**src/rtl/core/crpe_ram.sv**
```systemverilog
// Generic single-write, single-read RAM with registered read data.
module crpe_ram #(
   parameter int WIDTH = 32,
   parameter int DEPTH = 64
) (
   input  logic                     clock,
   input  logic                     wr_en,
   input  logic [$clog2(DEPTH)-1:0] wr_addr,
   input  logic [WIDTH-1:0]         wr_data,
   input  logic [$clog2(DEPTH)-1:0] rd_addr,
   output logic [WIDTH-1:0]         rd_data
);

   logic [WIDTH-1:0] mem_ff [DEPTH];
   logic [WIDTH-1:0] rd_data_ff;

   always_ff @(posedge clock) begin
      if (wr_en) begin
         mem_ff[wr_addr] <= wr_data;
      end
      rd_data_ff <= mem_ff[rd_addr];
   end

   assign rd_data = rd_data_ff;

endmodule

```
**config.mk**
```make
export PLATFORM = sky130hd
export DESIGN_NAME = crpe_ram
export DESIGN_NICKNAME = d
export VERILOG_FILES = /design/src/rtl/core/crpe_ram.sv
export SDC_FILE = /design/constraint.sdc
export NUM_CORES = 2
export LEC_CHECK = 0
export BUFFER_PORTS_ARGS = -buffer_cell sky130_fd_sc_hd__buf_2
export CORE_MARGIN = 1.5
export CORE_UTILIZATION = 50
export DETAILED_ROUTE_END_ITERATION = 7
export GPL_ROUTABILITY_DRIVEN = 0
export HOLD_SLACK_MARGIN = 0.1
export PLACE_DENSITY = 0.67
export SLEW_MARGIN = 40
export SYNTH_ARGS = -nofsm -noshare
export SYNTH_HDL_FRONTEND = slang
export SYNTH_SLANG_ARGS = --single-unit
```
**constraint.sdc**
```tcl
create_clock -name clock -period 4.6 [get_ports clock]
set_input_delay 0.46 -clock clock [delete_from_list [all_inputs] [get_ports clock]]
set_output_delay 0.46 -clock clock [all_outputs]
set_load 0.05 [all_outputs]
```
### Yosys cells after proc, flatten, opt, wreduce, memory -nomap -nowiden

Memories as Yosys holds them, arrays and structs flattened. A register that Yosys moved wholly into a read port is not among the register bits.
Cells that the tools add are included.

| storage, ports and cells | value |
|---|---|
| bits of input ports | 46 |
| bits in latches | 0 |
| output and inout bits | 32 |
| logic and storage cells | 3 |
| RAM bits | 2048 |
| memories | 1 |
| ROM bits | 0 |
| flip-flop bits (word level) | 0 |

Memory list:

| name | depth | width | rd ports | clocked after Yosys merged registers in | write ports | RTL line | text |
|---|---|---|---|---|---|---|---|
| mem_ff | 64 | 32 | 1 | 1 | 1 | 14 | `logic [WIDTH-1:0] mem_ff [DEPTH];` |

| cells by class | value |
|---|---|
| bitwise operators | 0 |
| div/mod/pow operators | 0 |
| muxes and demuxes | 2 |
| shift operators | 0 |
| equal/unequal tests | 0 |
| reductions and logical operators | 0 |
| $add $sub $neg | 0 |
| multipliers | 0 |
| order comparisons | 0 |

Operator list:

| kind | count |
|---|---|
| $mux W1 | 2 |

### Logic depth before layout (Yosys ltp)

| depth | value |
|---|---|
| depth in word-level cells | 2 |
| gate-level depth with buffers | 10 |
| gate-level depth less buffers | 5 |

### Least setup slack after synthesis

OpenSTA, ideal clock, no wires.

| path | value |
|---|---|
| path kind | in2reg |
| start | input port wr_addr[3] |
| end | memory mem_ff[48][0], enable pin |
| slack | 980 ps |
| stages on the path | 4 |
| path buffers | 1 |
| required time | 4139 ps |
| arrival time | 3159 ps |
| library setup time | 461 ps |
| cells stage by stage | clkbuf_1 > nor2b_1 > nand4b_1 > nor3_1 |

RTL lines:

| item | RTL line | text |
|---|---|---|
| start: declaration | 8 | `input logic [$clog2(DEPTH)-1:0] wr_addr,` |
| end: declaration | 14 |  |

Straight into the memory's write port.

==> run metrics <==
status completed; VDD IR max 421 uV; final design utilization 0.573; fin cells 5,813; clk sinks 2,080; Synthesized Nets 3,370; Async SR Flop Fraction 0; num ports 78; synthesis-to-finish area growth 13.8%; Synth Area in Simple Gates 0.0127; Mapped Cells 3,324; first-pass GRT wire length 271,000 um; commonest non-fill, non-tap cell in the layout edfxtp_1; DR iter-0 viols 4,636; xor-xnor portion of the synthesized cell area 0; routed len/inst 32.6 um; GR Util All Layers 0.242; Clock Tree Buf Depth 3; worst hold path type in2reg; Critical Path AT 3.35 ns; 1st-pass router iterations 5; Cell Pwr Density 439 mW/mm^2; RSZ-0062 raised after global routing false; flop2flop setup slack 2.40 ns; share of layout cells above drive strength 1 0.306; Hold Violations, Final 0; Vias 36,770; Post-Synth Adder-Cell Area 0; library cell with the largest summed area after synthesis edfxtp_1; largest net degree at the start of global routing 83; Port Buffers 77; worst-path maximum fanout 47; Crit Path Class in2reg; HPWL after DPL 106,000 um; Final setup viols 0; Clk pin slew, worst setup/hold paths 0.06 ns; Max Slew Vio Count 0; vias in the first global route 37,186; max_cap viols 0; Avg Cell Area, Syn 23.6 sq um; Fin Hold WS 0.160 ns; largest family of logic cells by synthesized area multiplexers; most frequent cells in the layout edfxtp_1 (2,048), mux4_2 (544), clkbuf_16 (205), buf_4 (153), mux2i_1 (93); Crit path required time 5.27 ns; sequential element share of the synthesized area 0.791; post-route ant nets 0; Highest Clock Rate 0.374 GHz; leak pwr 27.9 nW; via/cell ratio 6.33; root buffer cell clkbuf_16; Worst Skew 0.0327 ns; initial core utilization 0.503; Die Ht 399 um; final wirelength 190,000 um; complex-gate fraction of the synthesized area 0.0167; setup TNS 0 ns; CTS Buf Count 197; num rows 145; Worst Setup Start Kind primary input; Clock Latency Late Sink 0.83 ns; Seq. cell area 0.0621 sq mm; number of instances in the placed design 5,437; initial antenna violation count 11; relative slew slack 0.400; crit path time final 2.68 ns; die width 399 um; net count reported at finish 3,628; H-tree depth 4; fraction of synthesized area in multiplexers 0.168; GRT overflow 0; count of cell types in the netlist 34; worst-margin pin slew 0.900 ns; Final Power 39.2 mW; multi-input logic area 0.0160 sq mm; CTS tree built; Yosys warnings 0; EDFF count, synth 2,048; Synth Flop Type edfxtp_1; setup bufs post-CTS 0; core area 0.156 sq mm; synth top area cells edfxtp_1 (78%), mux4_2 (16%), mux2i_1 (1.2%); die area 0.159 sq mm; Post-Syn Area 0.0785 sq mm; flops & latches, synth 2,080; Final period util 0.582; share of the synthesized area in the top cell type 0.783; CP Capture Type flip-flop; DRC 0; Fillers 11,085
## sequential cells by signal, summed over array words and instances, names as in the netlist
register  flops
mem_ff     2048
rd_data      32
## final timing paths
check	startpoint	to	depth (start not counted)
setup / recovery	rd_addr[1]	rd_data[21]$_DFF_P_	8
setup reg to reg	mem_ff[18][6]$_DFFE_PP_	rd_data[6]$_DFF_P_	4
hold / removal	wr_data[2]	mem_ff[46][2]$_DFFE_PP_	1
hold reg to reg	mem_ff[28][8]$_DFFE_PP_	rd_data[8]$_DFF_P_	4
## through the flow
stage / instance area [sq um] / worst slack, ns
final: 89400 / 1.92
after detailed placement: 82800 / 1.14
after global routing: 89400 / 1.91
after global placement: 82400 / 1.14
after floorplan: 78500 / 0.980
after CTS: 89300 / 2.00
## worst max-delay path, stage by stage
cell	delay, ns
buf_8	0.31
buf_16	0.32
buf_12	0.29
buf_12	0.30
mux4_2	0.37
mux4_2	0.50
o22ai_1	0.54
nor2_1	0.11
## report_power, final
part	internal, mW	total [mW]	switching, mW
clock	9.31	16.2	6.84
combinational	0.719	1.99	1.28
sequential	21.0	21.1	0.0821
## layout make-up
class                           instances  area share
Clock buffer                          270      0.0615
Tap cell                             2058      0.0288
Multi-Input combinational cell       1062       0.179
Sequential cell                      2080       0.695
Timing Repair Buffer                  241      0.0246
Antenna cell                            5    0.000140
Clock inverter                         97      0.0108
## synthesized netlist by cell type, types with 3 or more instances
library cell and instances:
nor2_1 137, o22ai_1 84, dfxtp_1 32, buf_4 25, mux2i_1 93, a311oi_1 8, nand2b_1 8, a22oi_1 12
nor3_1 7, o221ai_1 27, nand3_1 5, buf_2 57, or3b_2 3, clkbuf_1 74, mux4_2 544, and3_1 4
o32ai_1 4, a41o_1 4, buf_6 5, nor2b_1 15, buf_1 21, edfxtp_1 2048, nand3b_1 5, a21oi_1 62
nand2_1 26, or3_1 3
## kinds of logic after synthesis
group	count (synthesis)
compound gates	202
flops	2080
mux	637
simple gates	223
buf+inv	182
## per-layer routing
layer | up-vias | wire [um] | global-route usage
met3 | 243 | 18100 | 0.0483
met4 | 8 | 3900 | 0.0582
met2 | 1759 | 90500 | 0.377
li1 | 14790 | - | -
met5 | - | 49 | 0
met1 | 19970 | 77100 | 0.357
## repair_timing
item                      CTS  global route
gates resized for setup     0             0
hold buffers                1             0
hold endpoints to repair   13             0
Note: power is estimated with default switching activity, not from simulation.
