### src/rtl/core/crpe_pkg.sv
// Shared types, constants and widths for the Catmull-Rom point evaluator.
package crpe_pkg;

   localparam int MAX_POINTS = 64;
   localparam int FRAC_BITS  = 16;

   localparam int PIDX_W  = $clog2(MAX_POINTS);
   localparam int CNT_W   = $clog2(MAX_POINTS + 1);
   localparam int CSR_W   = 7;
   localparam int IDX_W   = 6;
   localparam int T_W     = FRAC_BITS + 1;
   localparam int PROG_W  = T_W + PIDX_W;
   localparam int COORD_W = 32;
   localparam int PT_W    = 3 * COORD_W;
   localparam int COEF_W  = COORD_W + 4;
   localparam int PROD_W  = COEF_W + T_W + 1;
   localparam int ACC_W   = PROD_W + 2;
   localparam int NUM_TAPS = 4;
   localparam int NSTG    = 6;

   localparam logic [T_W-1:0] ONE_T = T_W'(1) << FRAC_BITS;

   localparam logic KIND_LOAD = 1'b0;
   localparam logic KIND_EVAL = 1'b1;

   typedef struct packed {
      logic                      kind;
      logic [IDX_W-1:0]          point_index;
      logic signed [COORD_W-1:0] in_x;
      logic signed [COORD_W-1:0] in_y;
      logic signed [COORD_W-1:0] in_z;
      logic [T_W-1:0]            param_t;
   } crpe_req_type;

   typedef struct packed {
      logic signed [COORD_W-1:0] out_x;
      logic signed [COORD_W-1:0] out_y;
      logic signed [COORD_W-1:0] out_z;
   } crpe_rsp_type;

   typedef struct packed {
      logic signed [COORD_W-1:0] x;
      logic signed [COORD_W-1:0] y;
      logic signed [COORD_W-1:0] z;
   } crpe_point_type;

   typedef struct packed {
      logic valid;
      logic empty;
   } crpe_ctl_type;

   typedef struct packed {
      logic [PIDX_W-1:0] i0;
      logic [PIDX_W-1:0] i1;
      logic [PIDX_W-1:0] i2;
      logic [PIDX_W-1:0] i3;
      logic [T_W-1:0]    frac_t;
   } crpe_fetch_type;

endpackage

### src/rtl/core/crpe_seg.sv
// Segment select: splits scaled t into segment and local t, forms the four taps.
module crpe_seg (
   input  logic [crpe_pkg::CNT_W-1:0]  n,
   input  logic [crpe_pkg::PROG_W-1:0] progress,
   output crpe_pkg::crpe_fetch_type    fetch
);
   import crpe_pkg::*;

   logic [PIDX_W-1:0]   sections;
   logic [PIDX_W:0]     seg_raw;
   logic [PIDX_W-1:0]   seg;
   logic [PROG_W-1:0]   seg_base;
   logic [CNT_W:0]      seg_plus2;

   always_comb begin
      sections  = PIDX_W'(n - CNT_W'(1));
      seg_raw   = progress[PROG_W-1:FRAC_BITS];
      if (seg_raw >= {1'b0, sections}) begin
         seg = sections - PIDX_W'(1);
      end else begin
         seg = seg_raw[PIDX_W-1:0];
      end
      seg_base  = PROG_W'({seg, FRAC_BITS'(0)});
      seg_plus2 = (CNT_W+1)'(seg) + (CNT_W+1)'(2);

      if (n <= CNT_W'(1)) begin
         fetch = '0;
      end else begin
         fetch.i1     = seg;
         fetch.i2     = seg + PIDX_W'(1);
         fetch.i0     = (seg == '0) ? seg : seg - PIDX_W'(1);
         fetch.i3     = (seg_plus2 >= (CNT_W+1)'(n)) ? seg + PIDX_W'(1)
                                                      : seg + PIDX_W'(2);
         fetch.frac_t = T_W'(progress - seg_base);
      end
   end

endmodule

### config.mk
export PLATFORM = sky130hd
export DESIGN_NAME = crpe_seg
export DESIGN_NICKNAME = d
export VERILOG_FILES = /design/src/rtl/core/crpe_pkg.sv /design/src/rtl/core/crpe_seg.sv
export SDC_FILE = /design/constraint.sdc
export NUM_CORES = 1
export LEC_CHECK = 0
export BUFFER_PORTS_ARGS = -buffer_cell sky130_fd_sc_hd__buf_2
export CAP_MARGIN = 20
export CORE_AREA = 2 2 61 63
export DETAILED_ROUTE_END_ITERATION = 10
export DIE_AREA = 0 0 63 65
export GPL_ROUTABILITY_DRIVEN = 0
export PLACE_DENSITY = 0.84
export SYNTH_ARGS = -nofsm -noshare
export SYNTH_HDL_FRONTEND = slang
export SYNTH_SLANG_ARGS = --single-unit
### constraint.sdc
create_clock -name vclk -period 6.8
set_input_delay 0.34 -clock vclk [all_inputs]
set_output_delay 0.34 -clock vclk [all_outputs]
set_load 0.01 [all_outputs]
## Word-level counts from Yosys, hierarchy flattened

Cells that the tools add are included.
Widths: inputs -> output; s select.

| storage, ports and cells | value |
|---|---|
| word-level logic and storage cells | 15 |
| register bits | 0 |
| input port bits | 30 |
| memories | 0 |
| bits in latches | 0 |
| ROM bits | 0 |
| output and inout bits | 41 |
| RAM bits | 0 |

| cells by class | value |
|---|---|
| reductions and logical operators | 1 |
| bitwise operators | 0 |
| mux-type cells | 4 |
| equality and inequality tests | 0 |
| multipliers | 0 |
| $add $sub $neg | 7 |
| shift-type cells | 0 |
| div/mod/pow operators | 0 |
| magnitude comparators | 3 |

Operators with widths:

| kind | number |
|---|---|
| $mux 41 | 1 |
| $mux 6 | 3 |
| $sub 6x1->6 const B | 3 |
| $sub 17x17->17 | 1 |
| $add 6x2->7 const B | 1 |
| $ge 7x6->1 | 1 |
| $ge 7x7->1 | 1 |
| $le 7x1->1 const B | 1 |
| $add 6x1->6 const B | 1 |
| $add 6x2->6 const B | 1 |
| $logic_not 6->1 | 1 |

## Longest topological paths before layout

| depth | value |
|---|---|
| depth after elaboration | 7 |
| depth in mapped cells | 21 |
| mapped depth without buffers | 19 |

## Worst setup path after synthesis

Ideal clock, no wire load.

| path | value |
|---|---|
| path kind | input to output |
| start | input n[0] (netlist bit) |
| end | output fetch[20] (netlist bit) |
| data required time | 6460 ps |
| path buffers | 1 |
| cell stages on the path | 20 |
| setup slack | 1906 ps |
| arrival | 4554 ps |
| path through | buf_2 -> inv_1 -> ha_1 -> xnor2_1 -> ha_1 -> nand2_1 -> o21a_1 -> maj3_2 -> or4_4 -> a32oi_1 -> nand3_1 -> nor2_1 -> nor2b_1 -> ha_1 -> and4_1 -> o21ai_0 -> a2111oi_0 -> or2_2 -> nor2_1 -> a211oi_1 |

RTL lines:

| element | RTL line | RTL |
|---|---|---|
| from (decl) | crpe_seg.sv:3 | `input logic [crpe_pkg::CNT_W-1:0] n,` |
| to (decl) | crpe_seg.sv:5 | `output crpe_pkg::crpe_fetch_type fetch` |

==> metrics.csv <==
stage,metric,value,unit
floorplan,start_util,40.2,%
status,status,"finished, final reports clean",
min_path,whs_endpoint,fetch[8],
finish,multi_input_area,1280,sq um
timing,setup_violations,0,
power_and_ir_drop,power,0.254,mW
logic_synthesis,synth.distinct_cells,55,
finish,seq_area,0,sq um
logic_synthesis,synth_nets,243,
flow_run,maxCapViolCount,0,
route,dr.pass1.iters,4,
timing,hold_viol,0,
timing,timing.final.crit_share,82.3,%
logic_synthesis,synthTopCellsByArea,"ha_1 (13%), xnor2_1 (8.7%), and2_1 (8.0%)",
min_path,min_from,progress[8],
floorplan,fp-row-count,22,
critical_path,worstSetupPathType,in -> out,
timing,fin_ws,1200,ps
placed_design,placed_cell_area,1780,sq um
clocking,cts_setup_buffers,0,
min_path,hp-class,in -> out,
placed_design,hpwlAfterDp,3360,microns
critical_path,required,6460,ps
logic_synthesis,syn_area,1410,sq um
floorplan,die_w,63,microns
logic_synthesis,synth_top_family_by_area,simple AND/OR/NAND/NOR gates,
logic_synthesis,synth_compound_area_share,25.6,%
global_route,grt-ovfl-total,0,
finish,clock_buffers,0,
logic_synthesis,avgSynthCellArea,7.10,sq um
logic_synthesis,netlist.area_leader.share,13.4,%
finish,utilization,50.9,%
clocking,holdBufCountCts,0,
critical_path,worstPathMaxFanout,11,
power_and_ir_drop,pwr_density_cell,143,nW/um^2
finish,n_antenna_cell,0,
critical_path,startpoint_type,input pin,
power_and_ir_drop,irDropWorstVdd,0.0686,mV
global_route,grt_pass1_wl,6570,microns
route,vias,1663,
route,wl_per_cell,12.7,microns
logic_synthesis,ys_warn_count,0,
route,final_antenna_net_count,0,
route,drt_iter0_drc,109,
global_route,grt_usage,18.8,%
logic_synthesis,synthCells,198,
logic_synthesis,synth_xor_area_share,11.1,%
logic_synthesis,synth_area_leader_cell,ha_1,
logic_synthesis,synthMuxAreaShare,5.43,%
timing,period_needed,5600,ps
finish,design.final.nets,309,
global_route,antenna_found_initial,0,
global_route,grt_pass1_vias,1502,
timing,tns,0,ps
placed_design,port_buffers,71,
timing,worst_pin_slew,842,ps
global_route,grt_max_degree,23,
finish,n_fill_cell,357,
timing,maxSlewHeadroom,43.5,%
timing,drv_slew,0,
timing,fmax,0.179,GHz
finish,seq_cell_count,0,
placed_design,place_ws,1270,ps
floorplan,die-area,4100,sq um
floorplan,coreArea,3500,sq um
logic_synthesis,synthSimpleGateAreaFrac,34.3,%
critical_path,worstSetupEndpointType,primary output,
logic_synthesis,synth_fa_ha_area_share,14.9,%
logic_synthesis,yosysSeqAreaShare,0,%
min_path,whs_path_depth,3,
route,routed_wl,3920,microns
finish,drive_above_1_share,34.4,%
floorplan,die_h,65,microns
clocking,ctsResizeCount,0,
route,drcViolationCount,0,
finish,area_growth,26.7,%
floorplan,num_io_pins,71,
critical_path,arrival,5260,ps
power_and_ir_drop,leakage,0.898,nW
timing,rsz0062_at_grt,no,
route,via_per_inst,5.36,
finish,fin_area,1780,sq um
-- through the flow --
stage | hold slack (ps) | instances
6_report | 962 | 310
5_1_grt | 977 | 310
4_1_cts | 963 | 310
3_5_place_dp | 963 | 310
2_1_floorplan | 824 | 198
3_3_place_gp | 963 | 310
-- Yosys cell counts, types with 2 or more instances --
| library cell | n |
|---|---|
| ha_1 | 15 |
| a21oi_1 | 7 |
| inv_1 | 13 |
| xnor2_1 | 14 |
| nor2b_1 | 4 |
| o31ai_1 | 2 |
| a31oi_1 | 3 |
| clkbuf_1 | 3 |
| mux2i_1 | 5 |
| o31a_1 | 2 |
| or2_2 | 2 |
| o211ai_1 | 6 |
| nor3_4 | 2 |
| xor2_1 | 2 |
| nor3_1 | 8 |
| buf_4 | 3 |
| nor2_1 | 22 |
| buf_2 | 2 |
| and2_1 | 18 |
| a211o_1 | 2 |
| nand3_1 | 6 |
| a211oi_1 | 5 |
| or3_1 | 2 |
| o21ai_0 | 7 |
| a21o_1 | 2 |
| nand2_1 | 12 |
-- cell usage in the layout, fill, tap and decap left out, drive strengths merged, types with 2 or more instances in the layout --
master / netlist / final
a21oi: 7 / 7
mux2i: 5 / 5
nand2: 12 / 12
a21o: 2 / 2
o31ai: 2 / 2
nor2b: 4 / 4
xor2: 3 / 3
maj3: 2 / 2
mux2: 2 / 2
o21ai: 8 / 8
and2: 18 / 18
xnor2: 14 / 14
o31a: 2 / 2
or3: 2 / 2
a211oi: 5 / 5
nand3: 7 / 7
a31oi: 3 / 3
nor2: 22 / 22
ha: 15 / 15
a211o: 2 / 2
or2: 3 / 3
nor3b: 2 / 2
o211ai: 6 / 6
buf: 6 / 73
nor3: 10 / 10
inv: 16 / 16
-- kinds of logic (layout without fill, tap and decap cells) --
group                    count (synthesis)  in the layout
AO/OA/AOI/OAI                           47             47
XOR/XNOR                                17             17
adder cells (fa/ha/maj)                 17             17
buffers and inverters                   25             89
multiplexers                             7              7
AND/OR/NAND/NOR                         85             85
-- worst max-delay path, cell delays in order --
cell and delay (ps):
buf_2 210, inv_1 120, ha_1 260, xnor2_1 330, ha_1 210, nand2_1 70, o21a_1 170, maj3_2 350
or4_4 460, a32oi_1 280, nand3_1 180, nor2_1 270, nor2b_1 90, ha_1 300, and4_1 190, o21ai_0 110
a2111oi_0 550, or2_2 240, nor2_1 80, a211oi_1 270, buf_2 180
-- how the worst max path moves through the flow --
stage               startpoint        end  slack (ps)
finish                    n[0]  fetch[22]        1200
global route              n[0]  fetch[22]         800
CTS                       n[0]  fetch[22]        1240
detailed placement        n[0]  fetch[22]        1270
global placement          n[0]  fetch[20]        1470
floorplan                 n[0]  fetch[20]        1910
-- layout make-up --
type	count	share of cell area (%)
Tap cell	48	3.37
Multi-Input combinational cell	173	72.0
Inverter	16	3.79
Timing Repair Buffer	73	20.8
-- where the power goes --
part | leakage (nW) | switching (mW) | internal (mW) | total [mW]
registers | 0 | 0 | 0 | 0
logic | 0.898 | 0.147 | 0.107 | 0.254
clock network | 0 | 0 | 0 | 0
-- layer usage --
layer / share of wire [%] / wire length (microns) / track usage (%)
met2: 49 / 1910 / 34.4
met4: 0.87 / 34 / 4.17
met3: 6.5 / 254 / 1.39
met1: 44 / 1730 / 24.0
met5: 0 / 0 / 0
Note: power is estimated with default switching activity, not from simulation.
